### src/clnfs_pkg.sv
`timescale 1ns / 1ps
// ----------------------------------------------------------------------------
// clnfs_pkg
// Types, constants, init table and microcode ROM for the character-LCD
// nibble frame sequencer.
// ----------------------------------------------------------------------------
package clnfs_pkg;

    // Request kinds
    localparam logic [1:0] KIND_INIT   = 2'd0;
    localparam logic [1:0] KIND_WRITE  = 2'd1;
    localparam logic [1:0] KIND_CURSOR = 2'd2;
    localparam logic [1:0] KIND_PRINT  = 2'd3;

    // Field widths
    localparam int NUM_W      = 31;
    localparam int BCD_DIGITS = 10;
    localparam int BCD_W      = BCD_DIGITS * 4;
    localparam int BIT_CNT_W  = $clog2(NUM_W);

    // Frame bits
    localparam logic [7:0] EN_BIT     = 8'h04;
    localparam logic [7:0] BL_BIT     = 8'h08;
    localparam logic [7:0] CURSOR_CMD = 8'h80;
    localparam logic [7:0] ROW1_ADDR  = 8'h40;
    localparam logic [3:0] ASCII_HI   = 4'h3;

    // Init table
    localparam int INIT_LEN   = 42;
    localparam int TBL_IDX_W  = $clog2(INIT_LEN);
    localparam logic [7:0] INIT_TABLE [INIT_LEN] = '{
        8'h30, 8'h34, 8'h30, 8'h30, 8'h34, 8'h30, 8'h30, 8'h34, 8'h30,
        8'h20, 8'h24, 8'h20, 8'h20, 8'h24, 8'h20, 8'h80, 8'h84, 8'h80,
        8'h00, 8'h04, 8'h00, 8'hc0, 8'hc4, 8'hc0, 8'h00, 8'h04, 8'h00,
        8'h10, 8'h14, 8'h10, 8'h00, 8'h04, 8'h00, 8'h60, 8'h64, 8'h60,
        8'h00, 8'h04, 8'h00, 8'h20, 8'h24, 8'h20
    };

    // Payload types
    typedef struct packed {
        logic [1:0]       kind;
        logic             is_data;
        logic [7:0]       byte_value;
        logic [3:0]       column;
        logic             row;
        logic [NUM_W-1:0] number;
    } in_item_t;

    typedef struct packed {
        logic [7:0] expander_byte;
        logic       last;
    } out_item_t;

    // Control between sequencer and digit unit
    typedef struct packed {
        logic load;
        logic conv;
        logic align;
        logic skip;
        logic pop;
        logic dec;
    } digit_ctrl_t;

    typedef struct packed {
        logic [3:0] top_digit;
        logic       conv_done;
        logic       skip_more;
        logic       cnt_one;
    } digit_stat_t;

    // Microcode fields
    typedef enum logic [3:0] {
        OP_IDLE,
        OP_LOAD_WR,
        OP_LOAD_CUR,
        OP_CONV_LOAD,
        OP_CONV,
        OP_ALIGN,
        OP_SKIP,
        OP_LOAD_DIG,
        OP_EMIT,
        OP_NOP
    } op_t;

    typedef enum logic [2:0] {
        FR_HI,
        FR_HI_EN,
        FR_LO,
        FR_LO_EN,
        FR_ZERO,
        FR_TABLE
    } frame_t;

    typedef enum logic [1:0] {
        L_NO,
        L_YES,
        L_TABLE,
        L_DIGIT
    } last_t;

    typedef enum logic [1:0] {
        J_NEVER,
        J_ALWAYS,
        J_MORE_DIGITS
    } jump_t;

    localparam int PC_W = 5;

    typedef struct packed {
        op_t             op;
        frame_t          frame;
        last_t           last_sel;
        jump_t           jump;
        logic [PC_W-1:0] target;
    } ucode_t;

    // Program entry points
    localparam logic [PC_W-1:0] PC_IDLE      = 5'd0;
    localparam logic [PC_W-1:0] PC_INIT      = 5'd1;
    localparam logic [PC_W-1:0] PC_WRITE     = 5'd3;
    localparam logic [PC_W-1:0] PC_BYTE      = 5'd4;
    localparam logic [PC_W-1:0] PC_CURSOR    = 5'd9;
    localparam logic [PC_W-1:0] PC_PRINT     = 5'd10;
    localparam logic [PC_W-1:0] PC_DIGIT     = 5'd14;

    // Microcode ROM
    function automatic ucode_t ucode_rom(input logic [PC_W-1:0] pc);
        ucode_t w;
        w = '{op: OP_NOP, frame: FR_ZERO, last_sel: L_NO, jump: J_ALWAYS, target: PC_IDLE};
        unique case (pc)
            5'd0:  w = '{OP_IDLE,      FR_ZERO,  L_NO,    J_NEVER,       PC_IDLE};
            // init: zero frame, then the table
            5'd1:  w = '{OP_EMIT,      FR_ZERO,  L_NO,    J_NEVER,       PC_IDLE};
            5'd2:  w = '{OP_EMIT,      FR_TABLE, L_TABLE, J_ALWAYS,      PC_IDLE};
            // write byte, shared five-frame tail also used by cursor
            5'd3:  w = '{OP_LOAD_WR,   FR_ZERO,  L_NO,    J_NEVER,       PC_IDLE};
            5'd4:  w = '{OP_EMIT,      FR_HI,    L_NO,    J_NEVER,       PC_IDLE};
            5'd5:  w = '{OP_EMIT,      FR_HI_EN, L_NO,    J_NEVER,       PC_IDLE};
            5'd6:  w = '{OP_EMIT,      FR_LO,    L_NO,    J_NEVER,       PC_IDLE};
            5'd7:  w = '{OP_EMIT,      FR_LO_EN, L_NO,    J_NEVER,       PC_IDLE};
            5'd8:  w = '{OP_EMIT,      FR_LO,    L_YES,   J_ALWAYS,      PC_IDLE};
            // set cursor
            5'd9:  w = '{OP_LOAD_CUR,  FR_ZERO,  L_NO,    J_ALWAYS,      PC_BYTE};
            // print integer
            5'd10: w = '{OP_CONV_LOAD, FR_ZERO,  L_NO,    J_NEVER,       PC_IDLE};
            5'd11: w = '{OP_CONV,      FR_ZERO,  L_NO,    J_NEVER,       PC_IDLE};
            5'd12: w = '{OP_ALIGN,     FR_ZERO,  L_NO,    J_NEVER,       PC_IDLE};
            5'd13: w = '{OP_SKIP,      FR_ZERO,  L_NO,    J_NEVER,       PC_IDLE};
            5'd14: w = '{OP_LOAD_DIG,  FR_ZERO,  L_NO,    J_NEVER,       PC_IDLE};
            5'd15: w = '{OP_EMIT,      FR_HI,    L_NO,    J_NEVER,       PC_IDLE};
            5'd16: w = '{OP_EMIT,      FR_HI_EN, L_NO,    J_NEVER,       PC_IDLE};
            5'd17: w = '{OP_EMIT,      FR_LO,    L_NO,    J_NEVER,       PC_IDLE};
            5'd18: w = '{OP_EMIT,      FR_LO_EN, L_NO,    J_NEVER,       PC_IDLE};
            5'd19: w = '{OP_EMIT,      FR_LO,    L_DIGIT, J_MORE_DIGITS, PC_DIGIT};
            5'd20: w = '{OP_NOP,       FR_ZERO,  L_NO,    J_ALWAYS,      PC_IDLE};
            default: w = '{OP_NOP,     FR_ZERO,  L_NO,    J_ALWAYS,      PC_IDLE};
        endcase
        return w;
    endfunction

endpackage

### src/clnfs_digit_unit.sv
`timescale 1ns / 1ps
// ----------------------------------------------------------------------------
// clnfs_digit_unit
// Binary to decimal conversion by shift-and-add-3, one bit per cycle, and a
// digit window that drops leading zeros and hands out digits most
// significant first.
// ----------------------------------------------------------------------------
module clnfs_digit_unit #(
    parameter int MAX_DIGITS = 10
) (
    input  logic                       aclk,
    input  logic                       aresetn,
    input  clnfs_pkg::digit_ctrl_t     ctrl,
    input  logic [clnfs_pkg::NUM_W-1:0] number,
    output clnfs_pkg::digit_stat_t     stat
);
    import clnfs_pkg::*;

    localparam int WIN_W = MAX_DIGITS * 4;
    localparam int CNT_W = $clog2(MAX_DIGITS + 1);

    logic [NUM_W-1:0]     num_reg, num_next;
    logic [BCD_W-1:0]     bcd_reg, bcd_next;
    logic [BCD_W-1:0]     bcd_adj;
    logic [BIT_CNT_W-1:0] bit_cnt_reg, bit_cnt_next;
    logic [WIN_W-1:0]     win_reg, win_next;
    logic [CNT_W-1:0]     cnt_reg, cnt_next;
    logic                 above_reg, above_next;
    logic [3:0]           top_digit;
    logic                 skip_more;

    // Add 3 to every BCD digit of 5 or more before the shift
    always_comb begin
        bcd_adj = bcd_reg;
        for (int i = 0; i < BCD_DIGITS; i++) begin
            if (bcd_reg[i*4 +: 4] >= 4'd5) begin
                bcd_adj[i*4 +: 4] = bcd_reg[i*4 +: 4] + 4'd3;
            end
        end
    end

    assign top_digit = win_reg[WIN_W-1 -: 4];
    assign skip_more = (cnt_reg > CNT_W'(1)) && (top_digit == 4'd0) && !above_reg;

    // Next state of the conversion and digit window
    always_comb begin
        num_next     = num_reg;
        bcd_next     = bcd_reg;
        bit_cnt_next = bit_cnt_reg;
        win_next     = win_reg;
        cnt_next     = cnt_reg;
        above_next   = above_reg;
        if (ctrl.load) begin
            num_next     = number;
            bcd_next     = '0;
            bit_cnt_next = '0;
        end
        if (ctrl.conv) begin
            num_next     = num_reg << 1;
            bcd_next     = {bcd_adj[BCD_W-2:0], num_reg[NUM_W-1]};
            bit_cnt_next = bit_cnt_reg + BIT_CNT_W'(1);
        end
        if (ctrl.align) begin
            win_next   = bcd_reg[WIN_W-1:0];
            cnt_next   = CNT_W'(MAX_DIGITS);
            above_next = |(bcd_reg >> WIN_W);
        end
        if (ctrl.skip && skip_more) begin
            win_next = win_reg << 4;
            cnt_next = cnt_reg - CNT_W'(1);
        end
        if (ctrl.pop) begin
            win_next = win_reg << 4;
        end
        if (ctrl.dec) begin
            cnt_next = cnt_reg - CNT_W'(1);
        end
    end

    // Hold counters under reset, data registers free-running
    always_ff @(posedge aclk) begin
        if (!aresetn) begin
            bit_cnt_reg <= '0;
            cnt_reg     <= '0;
            above_reg   <= 1'b0;
        end else begin
            bit_cnt_reg <= bit_cnt_next;
            cnt_reg     <= cnt_next;
            above_reg   <= above_next;
        end
    end

    always_ff @(posedge aclk) begin
        num_reg <= num_next;
        bcd_reg <= bcd_next;
        win_reg <= win_next;
    end

    assign stat.top_digit = top_digit;
    assign stat.conv_done = (bit_cnt_reg == BIT_CNT_W'(NUM_W - 1));
    assign stat.skip_more = skip_more;
    assign stat.cnt_one   = (cnt_reg == CNT_W'(1));

endmodule

### src/char_lcd_nibble_frame_sequencer.sv
`timescale 1ns / 1ps
// First frame: an init request starts with the zero frame; write byte and set cursor load the byte first,
// print integer first runs the bit-serial conversion of all 31 bits, aligns and drops leading zeros.
// Throughput: one frame per cycle within a run of emit steps while m_ready is high; one request at a time,
// the next one taken only once the sequencer is back in its idle step after the final frame is loaded;
// the microcode step counter sets the pace.
// Reset: synchronous, active low; clears the sequencer, empties the output, backlight on.
// ----------------------------------------------------------------------------
// char_lcd_nibble_frame_sequencer
// Microcoded sequencer that turns LCD requests into port-expander frames for
// a 4-bit-mode character controller.
// ----------------------------------------------------------------------------
module char_lcd_nibble_frame_sequencer #(
    parameter int MAX_DIGITS = 10
) (
    input  logic                  aclk,
    input  logic                  aresetn,
    input  logic                  s_valid,
    output logic                  s_ready,
    input  clnfs_pkg::in_item_t   s_item,
    output logic                  m_valid,
    input  logic                  m_ready,
    output clnfs_pkg::out_item_t  m_item,
    input  logic                  cfg_valid,
    output logic                  cfg_ready,
    input  logic                  cfg_data
);
    import clnfs_pkg::*;

    logic [PC_W-1:0]      pc_reg, pc_next;
    logic [TBL_IDX_W-1:0] tbl_idx_reg, tbl_idx_next;
    in_item_t             req_reg, req_next;
    logic [7:0]           byte_reg, byte_next;
    logic                 rs_reg, rs_next;
    logic                 out_valid_reg, out_valid_next;
    out_item_t            out_item_reg, out_item_next;
    logic                 backlight_reg;

    ucode_t      uw;
    digit_ctrl_t dctrl;
    digit_stat_t dstat;
    logic        accept;
    logic        out_free;
    logic        emit;
    logic        done;
    logic        jump_taken;
    logic        tbl_last;
    logic        frame_last;
    logic [7:0]  frame;
    logic [7:0]  hi_nib;
    logic [7:0]  lo_nib;

    assign cfg_ready = 1'b1;
    assign s_ready   = (uw.op == OP_IDLE);
    assign accept    = s_valid && s_ready;
    assign out_free  = !out_valid_reg || m_ready;
    assign tbl_last  = (tbl_idx_reg == TBL_IDX_W'(INIT_LEN - 1));

    // Fetch the control word
    always_comb begin
        uw = ucode_rom(pc_reg);
    end

    // Frame assembly
    assign hi_nib = {byte_reg[7:4], 3'b000, rs_reg};
    assign lo_nib = {byte_reg[3:0], 3'b000, rs_reg};

    always_comb begin
        unique case (uw.frame)
            FR_HI:    frame = hi_nib;
            FR_HI_EN: frame = hi_nib | EN_BIT;
            FR_LO:    frame = lo_nib;
            FR_LO_EN: frame = lo_nib | EN_BIT;
            FR_TABLE: frame = INIT_TABLE[tbl_idx_reg];
            default:  frame = 8'h00;
        endcase
    end

    always_comb begin
        unique case (uw.last_sel)
            L_YES:   frame_last = 1'b1;
            L_TABLE: frame_last = tbl_last;
            L_DIGIT: frame_last = dstat.cnt_one;
            default: frame_last = 1'b0;
        endcase
    end

    always_comb begin
        unique case (uw.jump)
            J_ALWAYS:      jump_taken = 1'b1;
            J_MORE_DIGITS: jump_taken = !dstat.cnt_one;
            default:       jump_taken = 1'b0;
        endcase
    end

    // Decode the step: datapath strobes and step completion
    always_comb begin
        dctrl        = '0;
        emit         = 1'b0;
        done         = 1'b0;
        req_next     = req_reg;
        byte_next    = byte_reg;
        rs_next      = rs_reg;
        tbl_idx_next = tbl_idx_reg;
        unique case (uw.op)
            OP_IDLE: begin
                req_next     = s_item;
                tbl_idx_next = '0;
            end
            OP_LOAD_WR: begin
                byte_next = req_reg.byte_value;
                rs_next   = req_reg.is_data;
                done      = 1'b1;
            end
            OP_LOAD_CUR: begin
                byte_next = CURSOR_CMD | {4'h0, req_reg.column}
                            | (req_reg.row ? ROW1_ADDR : 8'h00);
                rs_next   = 1'b0;
                done      = 1'b1;
            end
            OP_CONV_LOAD: begin
                dctrl.load = 1'b1;
                done       = 1'b1;
            end
            OP_CONV: begin
                dctrl.conv = 1'b1;
                done       = dstat.conv_done;
            end
            OP_ALIGN: begin
                dctrl.align = 1'b1;
                done        = 1'b1;
            end
            OP_SKIP: begin
                dctrl.skip = 1'b1;
                done       = !dstat.skip_more;
            end
            OP_LOAD_DIG: begin
                byte_next = {ASCII_HI, dstat.top_digit};
                rs_next   = 1'b1;
                dctrl.pop = 1'b1;
                done      = 1'b1;
            end
            OP_EMIT: begin
                emit = out_free;
                if (out_free && (uw.frame == FR_TABLE)) begin
                    tbl_idx_next = tbl_idx_reg + TBL_IDX_W'(1);
                end
                dctrl.dec = out_free && (uw.last_sel == L_DIGIT);
                done      = out_free && !((uw.frame == FR_TABLE) && !tbl_last);
            end
            default: begin
                done = 1'b1;
            end
        endcase
        if (uw.op != OP_IDLE) begin
            req_next = req_reg;
        end
    end

    // Advance the step counter: dispatch on kind, jump or fall through
    always_comb begin
        pc_next = pc_reg;
        if (uw.op == OP_IDLE) begin
            if (accept) begin
                unique case (s_item.kind)
                    KIND_INIT:   pc_next = PC_INIT;
                    KIND_WRITE:  pc_next = PC_WRITE;
                    KIND_CURSOR: pc_next = PC_CURSOR;
                    KIND_PRINT:  pc_next = PC_PRINT;
                    default:     pc_next = PC_IDLE;
                endcase
            end
        end else if (done) begin
            pc_next = jump_taken ? uw.target : pc_reg + PC_W'(1);
        end
    end

    // Output register: load on emit, drop on transfer
    always_comb begin
        out_valid_next = out_valid_reg;
        out_item_next  = out_item_reg;
        if (emit) begin
            out_valid_next              = 1'b1;
            out_item_next.expander_byte = frame | (backlight_reg ? BL_BIT : 8'h00);
            out_item_next.last          = frame_last;
        end else if (m_ready) begin
            out_valid_next = 1'b0;
        end
    end

    always_ff @(posedge aclk) begin
        if (!aresetn) begin
            pc_reg        <= PC_IDLE;
            tbl_idx_reg   <= '0;
            out_valid_reg <= 1'b0;
            backlight_reg <= 1'b1;
        end else begin
            pc_reg        <= pc_next;
            tbl_idx_reg   <= tbl_idx_next;
            out_valid_reg <= out_valid_next;
            if (cfg_valid && cfg_ready) begin
                backlight_reg <= cfg_data;
            end
        end
    end

    always_ff @(posedge aclk) begin
        req_reg      <= req_next;
        byte_reg     <= byte_next;
        rs_reg       <= rs_next;
        out_item_reg <= out_item_next;
    end

    clnfs_digit_unit #(
        .MAX_DIGITS (MAX_DIGITS)
    ) u_digit (
        .aclk    (aclk),
        .aresetn (aresetn),
        .ctrl    (dctrl),
        .number  (req_reg.number),
        .stat    (dstat)
    );

    assign m_valid = out_valid_reg;
    assign m_item  = out_item_reg;

endmodule

### config.mk
export PLATFORM = sky130hd
export DESIGN_NAME = char_lcd_nibble_frame_sequencer
export DESIGN_NICKNAME = d
export VERILOG_FILES = /design/src/clnfs_pkg.sv /design/src/clnfs_digit_unit.sv /design/src/char_lcd_nibble_frame_sequencer.sv
export SDC_FILE = /design/constraint.sdc
export NUM_CORES = 1
export LEC_CHECK = 0
export ABC_AREA = 1
export BUFFER_PORTS_ARGS = -buffer_cell sky130_fd_sc_hd__clkbuf_2
export CORE_AREA = 8 8 112 165
export CTS_CLUSTER_SIZE = 8
export DETAILED_ROUTE_END_ITERATION = 10
export DIE_AREA = 0 0 120 173
export GPL_TIMING_DRIVEN = 0
export PLACE_DENSITY = 0.78
export SLEW_MARGIN = 10
export SYNTH_ARGS = -nofsm -noshare
export SYNTH_HDL_FRONTEND = slang
export SYNTH_SLANG_ARGS = --single-unit
### constraint.sdc
create_clock -name aclk -period 3.3 [get_ports aclk]
set_clock_uncertainty 0.1 [all_clocks]
set_input_delay 0.33 -clock aclk [delete_from_list [all_inputs] [get_ports aclk]]
set_output_delay 0.33 -clock aclk [all_outputs]
set_load 0.05 [all_outputs]
==> flow_summary.yaml, run 1 <==
cts:
  cts.sinks: 207
  cts_buffers: 29
  clk_pin_slew_worst_paths_ps: 50
  cts_resized: 0
  clk_latency_ps: 540
  post_cts_buffers: 0
  cts_htree_levels: 1
  cts_buffer_depth: 3
  holdBufCountCts: 47
  cts_tree: "yes"
  clk_root_buffer_cell: "clkbuf_16"
floorplan:
  die_height_um: 173
  fp.coreArea_um2: 16000
  io_pins: 65
  die_w_um: 120
  row_count: 57
  die_area_um2: 20800
  initial_core_util: 0.590
pwr:
  seqPwrFrac: 0.430
  p_sw_mw: 2.92
  leakage_nw: 4.58
  power.share.clock: 0.315
  powerDensity_nw_per_um2: 764
  swShare: 0.334
  combPwrFrac: 0.254
  peakVddDrop_uv: 789
  intPower_mw: 5.81
  power_mw: 8.73
yosys:
  yosys_warnings: 0
  synth_seq_cells: 207
  avgSynthCellArea_um2: 10.4
  ys_dominant_reg_cell: "edfxtp_1"
  synthCells: 910
  synth_edf_count: 168
  ys_seq_area_frac: 0.615
  netlist_area_um2: 9470
  yosysUniqueCellTypes: 44
  async_flop_share: 0
  syn_nets: 1004
detailed_routing:
  drt_iter0_drc: 537
  totalWireLength_um: 22800
  vias: 7096
  drcViolationCount: 0
  drtAntennaViolNets: 0
  drtPass1Iterations: 6
  wl_per_cell_um: 17.8
  vias_per_cell: 5.54
sta:
  slew_violations: 0
  period_needed_ps: 2850
  max_freq_mhz: 351
  setup_slack_ps: 447
  slew_headroom: 0.532
  setup_viol: 0
  post-route-period-util: 0.864
  tightestPinTransition_ps: 700
  finalHoldViolations: 0
  rsz0062_at_grt: "no"
  final.setup.tns_ps: 0
global_routing:
  grt_pass1_wl_um: 36600
  overflow: 0
  grt_max_degree: 69
  first_global_vias: 7435
  grt_usage: 0.219
  antenna_found_initial: 1
final_layout:
  fin_cells: 1282
  nets: 1146
  largest_register_ff_count: 45
  fillCellCount: 1109
  seqCellArea_um2: 5830
  area_growth_pct: 20.6
  multi_input_area_um2: 3120
  post-route-util: 0.712
  layout-drive-gt1-share: 0.118
  layout_common_cells: "nand2_1 (182), edfxtp_1 (168), inv_1 (106)"
  layout.cells.most_common: "nand2_1"
critical_path:
  ff2ff_path_depth: 18
  cp_data_arrival_time_ps: 2420
  cp.required_ps: 2870
  critPathKind: "flop to primary output"
  timing.rr.start: "u_digit.cnt_reg[0]"
  startpoint_type: "flop"
  endpoint_kind: "primary output"
  cp_max_fo: 27
  setup.worst_path.start: "uw[14]"
hold_path:
  min_path_type: "primary input to flop"
  holdCritStartpoint: "m_ready"
  min_path_cells: 4
flow_run:
  cap_violations: 0
status:
  outcome: "finished, final reports clean"
placement:
  dpl_worst_slack_ps: 501
  portBuffers: 61
  globalplace.congestion: 0.915
  dpl.hpwl_um: 13800
  placed_cells: 1180
==> metal layers <==
layer	routed length, µm	share of wire	GRT usage
met1	8030	0.35	0.220
met2	12700	0.56	0.416
met3	1040	0.046	0.0326
met4	1070	0.047	0.122
met5	0	0	0
==> synth_stat cells (3+ instances only) <==
library cell | count | area, µm²
a211oi_1 | 6 | 45.0
a21oi_1 | 40 | 200
a22o_1 | 31 | 272
clkbuf_1 | 19 | 71.3
dfxtp_1 | 39 | 781
edfxtp_1 | 168 | 5040
ha_1 | 41 | 513
inv_1 | 108 | 405
nand2_1 | 182 | 683
nand2_2 | 6 | 37.5
nand3_1 | 30 | 150
nand4_1 | 4 | 25.0
nor2_1 | 82 | 308
nor2_4 | 3 | 33.8
nor3_1 | 11 | 55.1
o211ai_1 | 3 | 22.5
o21ai_0 | 87 | 435
o22ai_1 | 3 | 18.8
xor2_1 | 9 | 78.8
==> final cells by class <==
class                           instances  share of cell area
Sequential cell                       207               0.510
Multi-Input combinational cell        567               0.273
Timing Repair Buffer                  111              0.0745
Clock buffer                           53              0.0714
Inverter                              112              0.0372
Tap cell                              206              0.0226
Buffer                                 24             0.00942
Clock inverter                          1             0.00175
Antenna cell                            1            0.000219
==> power by group through the flow <==
stage / sequential [mW] / combinational [mW] / clock, mW
2_1_floorplan: 3.91 / 1.37 / 0
3_3_place_gp: 3.79 / 1.98 / 0
5_1_grt: 3.80 / 2.47 / 2.89
4_1_cts: 3.74 / 2.19 / 2.76
3_5_place_dp: 3.78 / 2.14 / 0
6_report: 3.76 / 2.22 / 2.75
==> metrics by stage <==
stage	hold slack (ps)	instance area, µm²
after global routing	54.0	11400
after global placement	313	10000
after detailed placement	322	10100
after floorplan	308	9470
final	33.7	11400
after CTS	26.6	11400
==> worst max-delay path: stages, from the launching register on <==
cell,delay [ps]
dfxtp_1,320
nor2_1,250
nand2_2,180
inv_2,540
buf_16,250
clkbuf_2,310
==> final timing paths <==
kind | to | slack (ps)
worst max register to register | uw[15] | 500
worst min-delay path | m_valid | 30
worst max-delay path | s_ready | 450
worst min register to register | m_item[4] | 330
==> kinds of logic after synthesis <==
logic type	Yosys count	share of synthesized area
xor gates and xnor gates	9	0.00832
buffers and inverters	136	0.0560
adders and majority gates	41	0.0542
other	2	0.000793
and+or+nand+nor	331	0.149
DFF	207	0.615
AOI/OAI and AO/OA	184	0.117
Note: power is estimated with default switching activity, not from simulation.
==> run 2, diff against run 1 <==
--- a/config.mk
+++ b/config.mk
@@ -8,11 +8,12 @@
 export ABC_AREA = 1
 export BUFFER_PORTS_ARGS = -buffer_cell sky130_fd_sc_hd__clkbuf_2
 export CORE_AREA = 8 8 112 165
-export CTS_CLUSTER_SIZE = 8
+export CTS_CLUSTER_SIZE = 28
 export DETAILED_ROUTE_END_ITERATION = 10
 export DIE_AREA = 0 0 120 173
 export GPL_TIMING_DRIVEN = 0
 export PLACE_DENSITY = 0.78
+export REMOVE_ABC_BUFFERS = 1
 export SLEW_MARGIN = 10
 export SYNTH_ARGS = -nofsm -noshare
 export SYNTH_HDL_FRONTEND = slang
==> run 2 against run 1 <==
Effect of this change: sequential share of layout area rose by 0.90 points; via count decreased by 2.5%; power is 5.3% lower; final area down 1.7%; routed wire length is 8.8% lower; worst setup slack improved by 47 ps; worst hold slack better by 30 ps; register-to-register slack about the same; global-route usage fell by 2.3 points; largest power group unchanged; highest routed layer unchanged.
==> flow_summary.yaml, run 2 (synthesized netlist as in run 1, its figures left out) <==
status:
  outcome: "finished, final reports clean"
detailed_routing:
  vias: 6922
  drt_iter0_drc: 513
  drtPass1Iterations: 5
  wl_per_cell_um: 16.7
  vias_per_cell: 5.56
  drcViolationCount: 0
  totalWireLength_um: 20800
  drtAntennaViolNets: 0
cts:
  cts.sinks: 207
  clk_root_buffer_cell: "clkbuf_16"
  cts_buffers: 21
  cts_htree_levels: 1
  cts_tree: "yes"
  clk_pin_slew_worst_paths_ps: 70
  clk_latency_ps: 500
  cts_buffer_depth: 3
global_routing:
  grt_usage: 0.196
  overflow: 0
  use_met2: 0.380
  use_met3: 0.0274
  busiest_layer: "met2"
  antenna_found_initial: 1
  first_global_vias: 6917
  use_met1: 0.199
  grt_max_degree: 45
  grt_pass1_wl_um: 33100
final_layout:
  fillCellCount: 1120
  fin_cells: 1245
  largest_register_ff_count: 45
  layout_common_cells: "nand2_1 (180), edfxtp_1 (168), inv_1 (106)"
  layout-drive-gt1-share: 0.127
  nets: 1118
  area_growth_pct: 18.5
  layout.cells.most_common: "nand2_1"
  multi_input_area_um2: 3130
  seqCellArea_um2: 5830
floorplan:
  row_count: 57
  die_w_um: 120
  initial_core_util: 0.590
  die_area_um2: 20800
  fp.coreArea_um2: 16000
  io_pins: 65
  die_height_um: 173
critical_path:
  cpPeakStageDelay_ps: 340
  cp_max_fo: 25
  r2r-end: "uw[15]"
  path_buf_inv: 4
  critPathKind: "flop to flop"
  cp_cell_sequence: "inv_1, nand2_1, nor2_4, buf_16, nand2_1, nand3_1, nor2_2, nand2_2, nand2_4, nor2_1, nand2_1, nand2_1, inv_1, nor2_1, inv_1, ha_1, nand2_1, nand2_1, nand3_1"
  crit_cells: 19
  ff2ff_setup_slack_ps: 490
  timing.rr.start: "uw[12]"
  cp_data_arrival_time_ps: 3070
  cp.required_ps: 3570
  slowest_stage: "dfxtp_1"
  startpoint_type: "flop"
  setup.worst_path.start: "uw[12]"
  ff2ff_path_depth: 19
  path_delay_family: "simple AND/OR/NAND/NOR gates"
  endpoint_kind: "flop"
  crit_top_cell: "nand2_1"
sta:
  setup_slack_ps: 494
  setup_viol: 0
  holdWs_ps: 64.0
  slew_headroom: 0.435
  rsz0062_at_grt: "no"
  tightestPinTransition_ps: 846
  final.setup.tns_ps: 0
  max_freq_mhz: 356
  post-route-period-util: 0.850
  finalHoldViolations: 0
  period_needed_ps: 2810
  slew_violations: 0
pwr:
  powerDensity_nw_per_um2: 737
  peakVddDrop_uv: 749
  power_mw: 8.27
  leakage_nw: 4.50
hold_path:
  min_path_type: "primary input to flop"
  min_path_cells: 4
  hold_end: "m_valid"
  holdCritStartpoint: "m_ready"
placement:
  globalplace.congestion: 0.952
  dpl_worst_slack_ps: 250
  placed_cells: 1159
  dpl.hpwl_um: 12800
  portBuffers: 62
flow_run:
  cap_violations: 0
## run 2: cell count changes in the layout (fill, tap and decap cells not counted), sizes merged
| cell | delta |
|---|---|
| inv | +2 |
| clkinv | +8 |
| buf | -2 |
| clkbuf | -49 |
| clkinvlp | +2 |
| bufinv | +2 |
## run 2: stage by stage
step	cell area, µm²	utilization
2_1_floorplan	9360	-
3_3_place_gp	9930	0.619
3_5_place_dp	10100	0.627
4_1_cts	11200	0.699
5_1_grt	11200	0.699
6_report	11200	0.699
## run 2: power breakdown
group / switching [mW] / internal [mW] / leakage (nW) / total [mW]
Combinational: 1.55 / 0.609 / 2.39 / 2.16
Sequential: 0.211 / 3.52 / 1.77 / 3.73
Clock: 1.02 / 1.35 / 0.330 / 2.37
Total: 2.78 / 5.49 / 4.50 / 8.27
## run 2: worst max-delay path by stage
stage	end	slack (ps)
after detailed placement	uw[15]	250
after CTS	uw[15]	240
after floorplan	u_digit.bcd_reg[0]	-520
final	uw[15]	490
after global routing	uw[15]	220
after global placement	u_digit.bcd_reg[6]	-2050
## run 2: final cells by class
cell class	instances	area share
Antenna cell	1	0.000223
Clock buffer	22	0.0480
Clock inverter	15	0.0125
Inverter	112	0.0379
Multi-Input combinational cell	567	0.279
Sequential cell	207	0.519
Tap cell	206	0.0230
Timing Repair Buffer	115	0.0805
## run 2: metal layers
layer	vias to the layer above	wire, µm
li1	3337	-
met1	3333	7600
met2	195	11400
met3	57	960
met4	0	813
met5	-	0
## run 2: timing repair
action                                  in CTS  in global routing
hold endpoints to repair                    46                  0
setup buffers                                0                  1
hold buffers                                47                  0
endpoints found under the setup margin       0                  1
gates resized for setup                      0                  0
## run 2: worst min-delay path: cells and delay by family
kind | cells | cell delay [ps]
buffers and inverters | 1 | 70
and+or+nand+nor | 3 | 210
